$ cat config.mk
export PLATFORM = sky130hd
export DESIGN_NAME = next_address_table_top_flat
export DESIGN_NICKNAME = d
export VERILOG_FILES = /design/src/nat_pkg.sv /design/src/nat_if.sv /design/src/next_address_table_top.sv /design/src/nat_ctrl.sv /design/src/nat_dp.sv /design/src/flat_wrapper.sv
export SDC_FILE = /design/constraint.sdc
export NUM_CORES = 2
export LEC_CHECK = 0
export BUFFER_PORTS_ARGS = -buffer_cell sky130_fd_sc_hd__buf_2
export CAP_MARGIN = 25
export CORE_MARGIN = 2
export CORE_UTILIZATION = 55
export CTS_CLUSTER_SIZE = 16
export DETAILED_ROUTE_END_ITERATION = 8
export GPL_TIMING_DRIVEN = 0
export PLACE_DENSITY_LB_ADDON = 0.2
export SETUP_SLACK_MARGIN = 0.5
export SLEW_MARGIN = 10
export SYNTH_ARGS = -nofsm -noshare
export SYNTH_HDL_FRONTEND = slang
export SYNTH_SLANG_ARGS = --single-unit
$ cat constraint.sdc
create_clock -name i_clk -period 20.1 [get_ports i_clk]
set_input_delay 3.015 -clock i_clk [delete_from_list [all_inputs] [get_ports i_clk]]
set_output_delay 3.015 -clock i_clk [all_outputs]
set_load 0.005 [all_outputs]
$ cat src/nat_pkg.sv
`timescale 1ns / 1ps
`default_nettype none

package nat_pkg;

    localparam int ADDR_W = 64;
    localparam int OP_W   = 2;

    typedef enum logic [OP_W-1:0] {
        OP_INSERT = 2'd0,
        OP_QUERY  = 2'd1,
        OP_CLEAR  = 2'd2
    } t_op;

    typedef enum logic [1:0] {
        ST_IDLE,
        ST_SCAN,
        ST_DONE
    } t_state;

    // controller -> datapath
    typedef struct packed {
        logic start;   // latch a new beat, arm the scan
        logic scan;    // walk the slot memory
        logic commit;  // apply the insert, load the result register
    } t_cmd;

    // datapath -> controller
    typedef struct packed {
        logic scan_done;
        logic out_free;
    } t_sts;

endpackage

`default_nettype wire

$ cat src/nat_if.sv
`timescale 1ns / 1ps
`default_nettype none

interface nat_in_if;
    logic                      valid;
    logic                      ready;
    logic [1:0]                operation;
    logic [63:0]               addr;

    modport source (output valid, output operation, output addr, input ready);
    modport sink   (input valid, input operation, input addr, output ready);
endinterface

interface nat_out_if;
    logic                      valid;
    logic                      ready;
    logic [63:0]               closest_addr;
    logic                      found;
    logic                      overflow;

    modport source (output valid, output closest_addr, output found, output overflow,
                    input ready);
    modport sink   (input valid, input closest_addr, input found, input overflow,
                    output ready);
endinterface

`default_nettype wire

$ cat src/next_address_table_top.sv
`timescale 1ns / 1ps
`default_nettype none

// Channel   Dir  Handshake        Payload
// i_in      in   valid/ready      operation[1:0], addr[63:0]
// o_out     out  valid/ready      closest_addr[63:0], found, overflow
// i_cfg     in   i_cfg_we only    i_cfg_wdata (insert enable)
//
// Insert and query walk the used slots: the slot memory has one read port, so
// the scan reads one slot per cycle, and each read is registered before the slot
// is evaluated; a duplicate insert or an exact query match ends the scan sooner.
// Clear, ignored inserts and an empty table skip the scan. One beat is in flight
// at a time; a new one is accepted as soon as the result sits in the output
// register. Reset is synchronous, active low; it empties the table and sets
// insert enable. A stalled output holds the final state.

module next_address_table_top #(
    parameter int CAPACITY = 64
) (
    input  wire  i_clk,
    input  wire  i_rst_n,
    nat_in_if.sink    i_in,
    nat_out_if.source o_out,
    input  logic i_cfg_we,
    input  logic i_cfg_wdata
);
    import nat_pkg::*;

    t_cmd cmd;
    t_sts sts;
    logic in_ready;

    nat_ctrl u_ctrl (
        .i_clk      (i_clk),
        .i_rst_n    (i_rst_n),
        .i_in_valid (i_in.valid),
        .o_in_ready (in_ready),
        .i_sts      (sts),
        .o_cmd      (cmd)
    );

    nat_dp #(
        .CAPACITY (CAPACITY)
    ) u_dp (
        .i_clk          (i_clk),
        .i_rst_n        (i_rst_n),
        .i_cmd          (cmd),
        .o_sts          (sts),
        .i_cfg_we       (i_cfg_we),
        .i_cfg_wdata    (i_cfg_wdata),
        .i_operation    (i_in.operation),
        .i_addr         (i_in.addr),
        .o_valid        (o_out.valid),
        .i_ready        (o_out.ready),
        .o_closest_addr (o_out.closest_addr),
        .o_found        (o_out.found),
        .o_overflow     (o_out.overflow)
    );

    assign i_in.ready = in_ready;

endmodule

`default_nettype wire

$ cat src/nat_ctrl.sv
`timescale 1ns / 1ps
`default_nettype none

module nat_ctrl (
    input  logic          i_clk,
    input  logic          i_rst_n,
    input  logic          i_in_valid,
    output logic          o_in_ready,
    input  nat_pkg::t_sts i_sts,
    output nat_pkg::t_cmd o_cmd
);
    import nat_pkg::*;

    t_state r_state;
    t_state n_state;

    always_ff @(posedge i_clk) begin
        if (!i_rst_n) begin
            r_state <= ST_IDLE;
        end else begin
            r_state <= n_state;
        end
    end

    always_comb begin
        n_state = r_state;
        case (r_state)
            ST_IDLE: begin
                if (i_in_valid) begin
                    n_state = ST_SCAN;
                end
            end
            ST_SCAN: begin
                if (i_sts.scan_done) begin
                    n_state = ST_DONE;
                end
            end
            ST_DONE: begin
                // hold until the result register can take the beat
                if (i_sts.out_free) begin
                    n_state = ST_IDLE;
                end
            end
            default: begin
                n_state = ST_IDLE;
            end
        endcase
    end

    always_comb begin
        o_in_ready   = 1'b0;
        o_cmd.start  = 1'b0;
        o_cmd.scan   = 1'b0;
        o_cmd.commit = 1'b0;
        case (r_state)
            ST_IDLE: begin
                o_in_ready  = 1'b1;
                o_cmd.start = i_in_valid;
            end
            ST_SCAN: begin
                o_cmd.scan = 1'b1;
            end
            ST_DONE: begin
                o_cmd.commit = i_sts.out_free;
            end
            default: begin
                o_in_ready = 1'b0;
            end
        endcase
    end

endmodule

`default_nettype wire

$ cat src/nat_dp.sv
`timescale 1ns / 1ps
`default_nettype none

module nat_dp #(
    parameter int CAPACITY = 64
) (
    input  logic                       i_clk,
    input  logic                       i_rst_n,
    input  nat_pkg::t_cmd              i_cmd,
    output nat_pkg::t_sts              o_sts,
    input  logic                       i_cfg_we,
    input  logic                       i_cfg_wdata,
    input  logic [nat_pkg::OP_W-1:0]   i_operation,
    input  logic [nat_pkg::ADDR_W-1:0] i_addr,
    output logic                       o_valid,
    input  logic                       i_ready,
    output logic [nat_pkg::ADDR_W-1:0] o_closest_addr,
    output logic                       o_found,
    output logic                       o_overflow
);
    import nat_pkg::*;

    localparam int IDX_W = (CAPACITY > 1) ? $clog2(CAPACITY) : 1;
    localparam int CNT_W = $clog2(CAPACITY + 1);

    logic [ADDR_W-1:0] r_mem [CAPACITY];
    logic [ADDR_W-1:0] r_rd_data;

    logic              r_ins_en;
    t_op               r_op;
    logic [ADDR_W-1:0] r_addr;
    logic              r_ins_act;
    logic [CNT_W-1:0]  r_len;
    logic [CNT_W-1:0]  r_rd_idx;
    logic              r_ev_vld;
    logic [IDX_W-1:0]  r_ev_idx;
    logic [ADDR_W-1:0] r_best;
    logic              r_dup;
    logic              r_free_vld;
    logic [IDX_W-1:0]  r_free_idx;
    logic [CNT_W-1:0]  r_used;

    logic              r_out_vld;
    logic [ADDR_W-1:0] r_out_closest;
    logic              r_out_found;
    logic              r_out_ovf;

    logic              stop;
    logic              issue;
    logic              ev_go;
    logic              q_clr;
    logic              room;
    logic              app;
    logic              mem_we;
    logic [IDX_W-1:0]  mem_wa;
    logic [ADDR_W-1:0] mem_wd;
    logic              start_ins;

    // insert stops on a duplicate, query stops once the best equals the key
    assign stop   = (r_op == OP_INSERT) ? r_dup : (r_best == r_addr);
    assign issue  = i_cmd.scan && !stop && (r_rd_idx < r_len);
    assign ev_go  = i_cmd.scan && r_ev_vld && !stop;
    assign q_clr  = ev_go && (r_op == OP_QUERY) && (r_rd_data != '0) && (r_rd_data < r_addr);
    assign room   = r_free_vld || (r_used < CNT_W'(CAPACITY));
    assign app    = i_cmd.commit && r_ins_act && !r_dup;

    assign mem_we = q_clr || (app && room);
    assign mem_wa = q_clr ? r_ev_idx : (r_free_vld ? r_free_idx : r_used[IDX_W-1:0]);
    assign mem_wd = q_clr ? '0 : r_addr;

    assign start_ins = (t_op'(i_operation) == OP_INSERT) && r_ins_en && (i_addr != '0);

    assign o_sts.scan_done = stop || ((r_rd_idx >= r_len) && !r_ev_vld);
    assign o_sts.out_free  = !r_out_vld || i_ready;

    always_ff @(posedge i_clk) begin
        if (mem_we) begin
            r_mem[mem_wa] <= mem_wd;
        end
    end

    always_ff @(posedge i_clk) begin
        if (issue) begin
            r_rd_data <= r_mem[r_rd_idx[IDX_W-1:0]];
        end
    end

    always_ff @(posedge i_clk) begin
        if (!i_rst_n) begin
            r_ins_en <= 1'b1;
        end else if (i_cfg_we) begin
            r_ins_en <= i_cfg_wdata;
        end
    end

    always_ff @(posedge i_clk) begin
        if (!i_rst_n) begin
            r_ev_vld <= 1'b0;
        end else if (i_cmd.start) begin
            r_ev_vld <= 1'b0;
        end else if (i_cmd.scan) begin
            r_ev_vld <= issue;
        end
    end

    always_ff @(posedge i_clk) begin
        if (i_cmd.start) begin
            r_op       <= t_op'(i_operation);
            r_addr     <= i_addr;
            r_ins_act  <= start_ins;
            r_len      <= (start_ins || (t_op'(i_operation) == OP_QUERY)) ? r_used : '0;
            r_rd_idx   <= '0;
            r_best     <= '0;
            r_dup      <= 1'b0;
            r_free_vld <= 1'b0;
        end else begin
            if (issue) begin
                r_rd_idx <= r_rd_idx + CNT_W'(1);
                r_ev_idx <= r_rd_idx[IDX_W-1:0];
            end
            if (ev_go) begin
                if (r_op == OP_INSERT) begin
                    if (r_rd_data == r_addr) begin
                        r_dup <= 1'b1;
                    end
                    // remember the first empty slot for reuse
                    if ((r_rd_data == '0) && !r_free_vld) begin
                        r_free_vld <= 1'b1;
                        r_free_idx <= r_ev_idx;
                    end
                end else if ((r_rd_data != '0) && !(r_rd_data < r_addr) &&
                             ((r_best == '0) || (r_rd_data < r_best))) begin
                    r_best <= r_rd_data;
                end
            end
        end
    end

    always_ff @(posedge i_clk) begin
        if (!i_rst_n) begin
            r_used <= '0;
        end else if (i_cmd.commit) begin
            if (r_op == OP_CLEAR) begin
                r_used <= '0;
            end else if (app && !r_free_vld && (r_used < CNT_W'(CAPACITY))) begin
                r_used <= r_used + CNT_W'(1);
            end
        end
    end

    always_ff @(posedge i_clk) begin
        if (!i_rst_n) begin
            r_out_vld <= 1'b0;
        end else if (i_cmd.commit) begin
            r_out_vld <= 1'b1;
        end else if (i_ready) begin
            r_out_vld <= 1'b0;
        end
    end

    always_ff @(posedge i_clk) begin
        if (i_cmd.commit) begin
            r_out_closest <= (r_op == OP_QUERY) ? r_best : '0;
            r_out_found   <= (r_op == OP_QUERY) && (r_best != '0);
            r_out_ovf     <= app && !room;
        end
    end

    assign o_valid        = r_out_vld;
    assign o_closest_addr = r_out_closest;
    assign o_found        = r_out_found;
    assign o_overflow     = r_out_ovf;

    a_used_bound: assert property (@(posedge i_clk) disable iff (!i_rst_n)
        r_used <= CNT_W'(CAPACITY))
        else $error("slot count above capacity");

    a_ev_follows_issue: assert property (@(posedge i_clk) disable iff (!i_rst_n)
        r_ev_vld |-> ((CNT_W'(r_ev_idx) + CNT_W'(1)) == r_rd_idx))
        else $error("evaluated slot not one behind read pointer");

    a_commit_no_overwrite: assert property (@(posedge i_clk) disable iff (!i_rst_n)
        i_cmd.commit |-> (!r_out_vld || i_ready))
        else $error("result register overwritten while still pending");

    a_ovf_not_found: assert property (@(posedge i_clk) disable iff (!i_rst_n)
        r_out_vld && r_out_ovf |-> !r_out_found && (r_out_closest == '0))
        else $error("overflow result carries a query answer");

endmodule

`default_nettype wire

$ cat src/flat_wrapper.sv
// flat-port wrapper written by rule: the top's interface ports become plain ports
module next_address_table_top_flat import nat_pkg::*;
#(
    parameter int CAPACITY = 64
)
  (i_clk, i_rst_n, i_cfg_we, i_cfg_wdata, i_in_valid, i_in_operation, i_in_addr, i_in_ready, o_out_valid, o_out_closest_addr, o_out_found, o_out_overflow, o_out_ready);
  nat_in_if i_in_i ();
  nat_out_if o_out_i ();
  input  wire i_clk;
  input  wire i_rst_n;
  input  logic i_cfg_we;
  input  logic i_cfg_wdata;
  input wire logic [$bits(i_in_i.valid)-1:0] i_in_valid;
  input wire logic [$bits(i_in_i.operation)-1:0] i_in_operation;
  input wire logic [$bits(i_in_i.addr)-1:0] i_in_addr;
  output wire logic [$bits(i_in_i.ready)-1:0] i_in_ready;
  output wire logic [$bits(o_out_i.valid)-1:0] o_out_valid;
  output wire logic [$bits(o_out_i.closest_addr)-1:0] o_out_closest_addr;
  output wire logic [$bits(o_out_i.found)-1:0] o_out_found;
  output wire logic [$bits(o_out_i.overflow)-1:0] o_out_overflow;
  input wire logic [$bits(o_out_i.ready)-1:0] o_out_ready;
  assign i_in_i.valid = i_in_valid;
  assign i_in_i.operation = i_in_operation;
  assign i_in_i.addr = i_in_addr;
  assign i_in_ready = i_in_i.ready;
  assign o_out_valid = o_out_i.valid;
  assign o_out_closest_addr = o_out_i.closest_addr;
  assign o_out_found = o_out_i.found;
  assign o_out_overflow = o_out_i.overflow;
  assign o_out_i.ready = o_out_ready;
  next_address_table_top #(.CAPACITY(CAPACITY)) u_core (.i_clk(i_clk), .i_rst_n(i_rst_n), .i_in(i_in_i), .o_out(o_out_i), .i_cfg_we(i_cfg_we), .i_cfg_wdata(i_cfg_wdata));
endmodule
==> out/metrics.sh <==
OUTCOME='finished clean'
SEQCELLAREA_UM2=131000
SYN_AVG_CELL_AREA_UM2=23.3
FP.DIEH_UM=561
TIMING.FINAL.CRIT_SHARE_PCT=32.6
FIRST_GLOBAL_VIAS=84500
CRITPATHBUFINV=5
TIMING.MAX_CAP.VIOLATIONS=0
FINAL.MIN_CLOCK_PERIOD_PS=6550
DPL-INSTANCE-AREA_UM2=184000
DRTITER0DRC=12300
NETLIST_AREA_UM2=170000
CP_SLOWEST_CELL='sky130_fd_sc_hd__nor2_4'
MIN_DELAY_PATH_CLASS='reg2reg'
NETLIST_INSTANCES=7321
CHIPWIDTH_UM=561
POST_CTS.RESIZED_INSTANCES=0
SYNTH_ENABLE_FLOP_CELLS=4312
POST_CTS_HOLD_BUFFERS=0
WORST_SETUP_PATH_START_KIND='register'
CP-END-KIND='register'
FINISH.INSTANCE_AREA_UM2=199000
CRITPATHKIND='reg2reg'
SYNTH-SEQ-AREA-SHARE_PCT=76.9
RSZ0062_AT_GRT='false'
ROUTE.FINAL.WIRE_LENGTH_MM=472
TIMING.RR.START='u_core.u_dp.r_addr[62]$_DFFE_PP_'
WORST-ENDPOINT-ARRIVAL_PS=7220
PLACEMENTROWS=204
TIMING.CRITICAL_PATH.SLOWEST_CELL_DELAY_PS=900
TIMING.FINAL.MAX_SLEW_VIOLATIONS=0
IR_WORST_VDD_V=0.0000797
CTS-HTREE-LEVELS=5
WHS_PS=484
SYNTH.YOSYS.WARNINGS=0
CORE_AREA_UM2=309000
FINAL.FILL_COUNT=19700
SYNTHMOSTINSTANTIATEDCELL='sky130_fd_sc_hd__edfxtp_1'
YS_FF_LATCH=4397
FINAL_CORE_UTILIZATION_PCT=64.4
NNETSFINAL=8505
INITIAL_ANTENNA_VIOLATION_COUNT=48
TIGHTEST_SLEW_PS=1220
DRC_ERRORS=0
CP_DATA_REQUIRED_TIME_PS=20770
POST_SYNTH_NUM_CELL_TYPES=60
SYNTH.LARGEST_AREA_CELL='sky130_fd_sc_hd__edfxtp_1'
WORST_SETUP_PATH_STARTPOINT='u_core.u_dp.r_addr[62]$_DFFE_PP_'
TRITONCTS.NUM_BUFFERS=430
DRT.ANTENNA.VIOLATING_NETS=0
DRIVE_GT1_SHARE_PCT=31.2
CTS.REPORTEDPATHS.CLKPINSLEW_PS=60
NUMPORTBUFFERS=139
TNS_PS=0
GLOBAL_ROUTE.USAGE.TOTAL_PCT=30.0
FMAXACHIEVABLE_MHz=153
CRITICAL_PATH_CELL_COUNT=14
DIE_AREA_UM2=314000
HOLD_PATH_DEPTH=2
DRT_FIRST_PASS_ITERS=8
P_LEAK_nW=61.2
FLOORPLAN.IO_PINS=140
AREA_CONTRIBUTORS_POST_SYNTH='sky130_fd_sc_hd__edfxtp_1 (76%), sky130_fd_sc_hd__mux4_2 (18%), sky130_fd_sc_hd__dfxtp_1 (1.0%), sky130_fd_sc_hd__ha_1 (1.0%), sky130_fd_sc_hd__clkbuf_1 (0.55%)'
HPWL_MM=338
INITIAL_UTILIZATION_PCT=55.2
GRT_REMAINING_OVERFLOW=0
SYNTH.NET_COUNT=7529
DETAIL_ROUTE.VIAS_PER_CELL=6.62
SLEW_HEADROOM_PCT=18.6
HOLD_PATH.STARTPOINT='u_core.u_dp.r_ins_en$_SDFFE_PN1P_'
WORST_PATH_MOST_REPEATED_CELL='sky130_fd_sc_hd__or4_1'
CLOCK_TREE.BUFFER_DEPTH=4
PATH_DELAY_FAMILY='simple AND/OR/NAND/NOR gates'
FINALCLOCKSKEW_PS=41.9
NETLIST.AREA_LEADER.SHARE_PCT=76.0
CTS_TREE='done'
RD_PLACE_CONGESTION=0.964
CTS_NUM_SINKS=4397
POWER.DENSITY_CELL_AREA_nW_PER_UM2=115
CLKLATENCYLATEPIN_PS=980
GRT_START_MAX_NET_PINS=70
ROOT_DRIVER='sky130_fd_sc_hd__clkbuf_16'
GRT_FIRST_PASS_WIRELENGTH_MM=654
SYNTHTOPCELLSBYCOUNT='sky130_fd_sc_hd__edfxtp_1 (4312), sky130_fd_sc_hd__mux4_2 (1344), sky130_fd_sc_hd__clkbuf_1 (248)'
HOLD_VIOL_FINAL=0
ROUTE.VIAS.TOTAL=84800
YS_ASYNC_SR_FRACTION_PCT=0
POSTCTSSETUPREPAIRBUFS=0
SETUP_VIOL=0
CELLS_ALONG_THE_CRITICAL_PATH='inv_1 -> ha_1 -> nand4_1 -> or4_1 -> nor4b_1 -> and2_1 -> a211o_1 -> or4_1 -> buf_6 -> clkbuf_1 -> mux2i_1 -> nor2_4 -> buf_12 -> buf_16'
AREA_GROWTH_SYN_TO_LAYOUT_PCT=16.6
REPORT.POWER.TOTAL_mW=22.8
ROUTED_WIRE_LENGTH_PER_INSTANCE_UM=36.8
PATH_MAX_FANOUT=17
SYNTHFLOPTYPE='sky130_fd_sc_hd__edfxtp_1'
MULTI_INPUT_AREA_UM2=38000
WORSTREGTOREGCELLS=14
## worst reg2reg max path, cell delays in order (launching register included)
cell                       delay [ps]
sky130_fd_sc_hd__edfxtp_1         600
sky130_fd_sc_hd__inv_1            260
sky130_fd_sc_hd__ha_1             360
sky130_fd_sc_hd__nand4_1          160
sky130_fd_sc_hd__or4_1            700
sky130_fd_sc_hd__nor4b_1          680
sky130_fd_sc_hd__and2_1           390
sky130_fd_sc_hd__a211o_1          260
sky130_fd_sc_hd__or4_1            170
sky130_fd_sc_hd__buf_6            170
sky130_fd_sc_hd__clkbuf_1         570
sky130_fd_sc_hd__mux2i_1          500
sky130_fd_sc_hd__nor2_4           900
sky130_fd_sc_hd__buf_12           290
sky130_fd_sc_hd__buf_16           220
## placed cells by master (no fill, tap or decap), drive strengths merged, types with 11 or more instances in the layout
cell type | netlist | layout
a21o | 11 | 11
a21oi | 118 | 118
and2 | 137 | 137
buf | 106 | 646
bufinv | 0 | 48
clkbuf | 248 | 775
clkinv | 1 | 197
clkinvlp | 0 | 16
dfxtp | 85 | 85
diode | 0 | 39
edfxtp | 4312 | 4312
ha | 136 | 136
inv | 159 | 168
mux2i | 15 | 15
mux4 | 1344 | 1344
nand2 | 64 | 64
nand3 | 76 | 76
nand4 | 47 | 47
nor2 | 112 | 112
nor2b | 19 | 19
nor3 | 11 | 11
nor4 | 69 | 69
o21ai | 95 | 95
xor2 | 43 | 43
## state kept, by name, indices dropped and copies added, names as in the netlist, 2 cells and up
name / cells
u_core.u_dp.r_free_idx: 6
u_core.u_dp.r_op: 2
u_core.u_dp.r_len: 7
u_core.u_dp.r_addr: 64
u_core.u_dp.r_rd_idx: 7
u_core.u_dp.r_best: 64
u_core.u_dp.r_mem: 4096
u_core.u_dp.r_rd_data: 64
u_core.u_ctrl.r_state: 2
u_core.u_dp.o_closest_addr: 64
u_core.u_dp.r_used: 7
u_core.u_dp.r_ev_idx: 6
## cell families (layout without fill, tap and decap cells)
kind of cell | Yosys count | count (layout) | share of synthesized area (%)
DFF | 4397 | 4397 | 76.9
muxes | 1360 | 1360 | 17.9
and+or+nand+nor | 567 | 567 | 1.78
buffers and inverters | 514 | 1851 | 1.14
AOI/OAI and AO/OA | 296 | 296 | 1.02
adders and majority gates | 136 | 136 | 0.998
xor gates and xnor gates | 51 | 51 | 0.262
other | 0 | 39 | 0
## path summary, 6_finish.rpt
check	to	slack, ps
worst max register to register	u_core.u_dp.r_mem[34][22]$_DFFE_PP_	13550
worst min-delay path	u_core.u_dp.r_ins_en$_SDFFE_PN1P_	480
worst min register to register	u_core.u_dp.r_ins_en$_SDFFE_PN1P_	480
worst max-delay path	u_core.u_dp.r_mem[34][22]$_DFFE_PP_	13550
## area by class of cell
type	instances	area share [%]
timing repair buffer	544	4.16
tap	4120	2.59
clock buffer	524	5.69
sequential	4397	66.0
buffer	354	0.708
multi-input combinational	2410	19.1
clock inverter	269	1.42
antenna	39	0.0491
inverter	160	0.305
## layer usage
metal  GRT usage, %  up-vias  share of wire [%]
met1           40.9    45400                 36
met2           47.9     5278                 48
met4           10.6       16                3.9
li1               -    33300                  -
met5              0        -              0.021
met3           7.27      827                 11
## through the flow
step	setup slack [ps]	std cells
6_report	13550	12800
5_1_grt	13600	12800
4_1_cts	13520	12700
2_1_floorplan	10710	7321
3_5_place_dp	12990	11900
3_3_place_gp	3830	11600
## power by group
part | leakage [nW] | internal, mW | total, mW | switching [mW]
combinational | 14.8 | 2.01 | 4.39 | 2.38
sequential | 39.5 | 10.2 | 10.4 | 0.117
clock | 6.90 | 4.63 | 8.08 | 3.45
total | 61.2 | 16.9 | 22.8 | 5.95
Note: power is estimated with default switching activity, not from simulation.
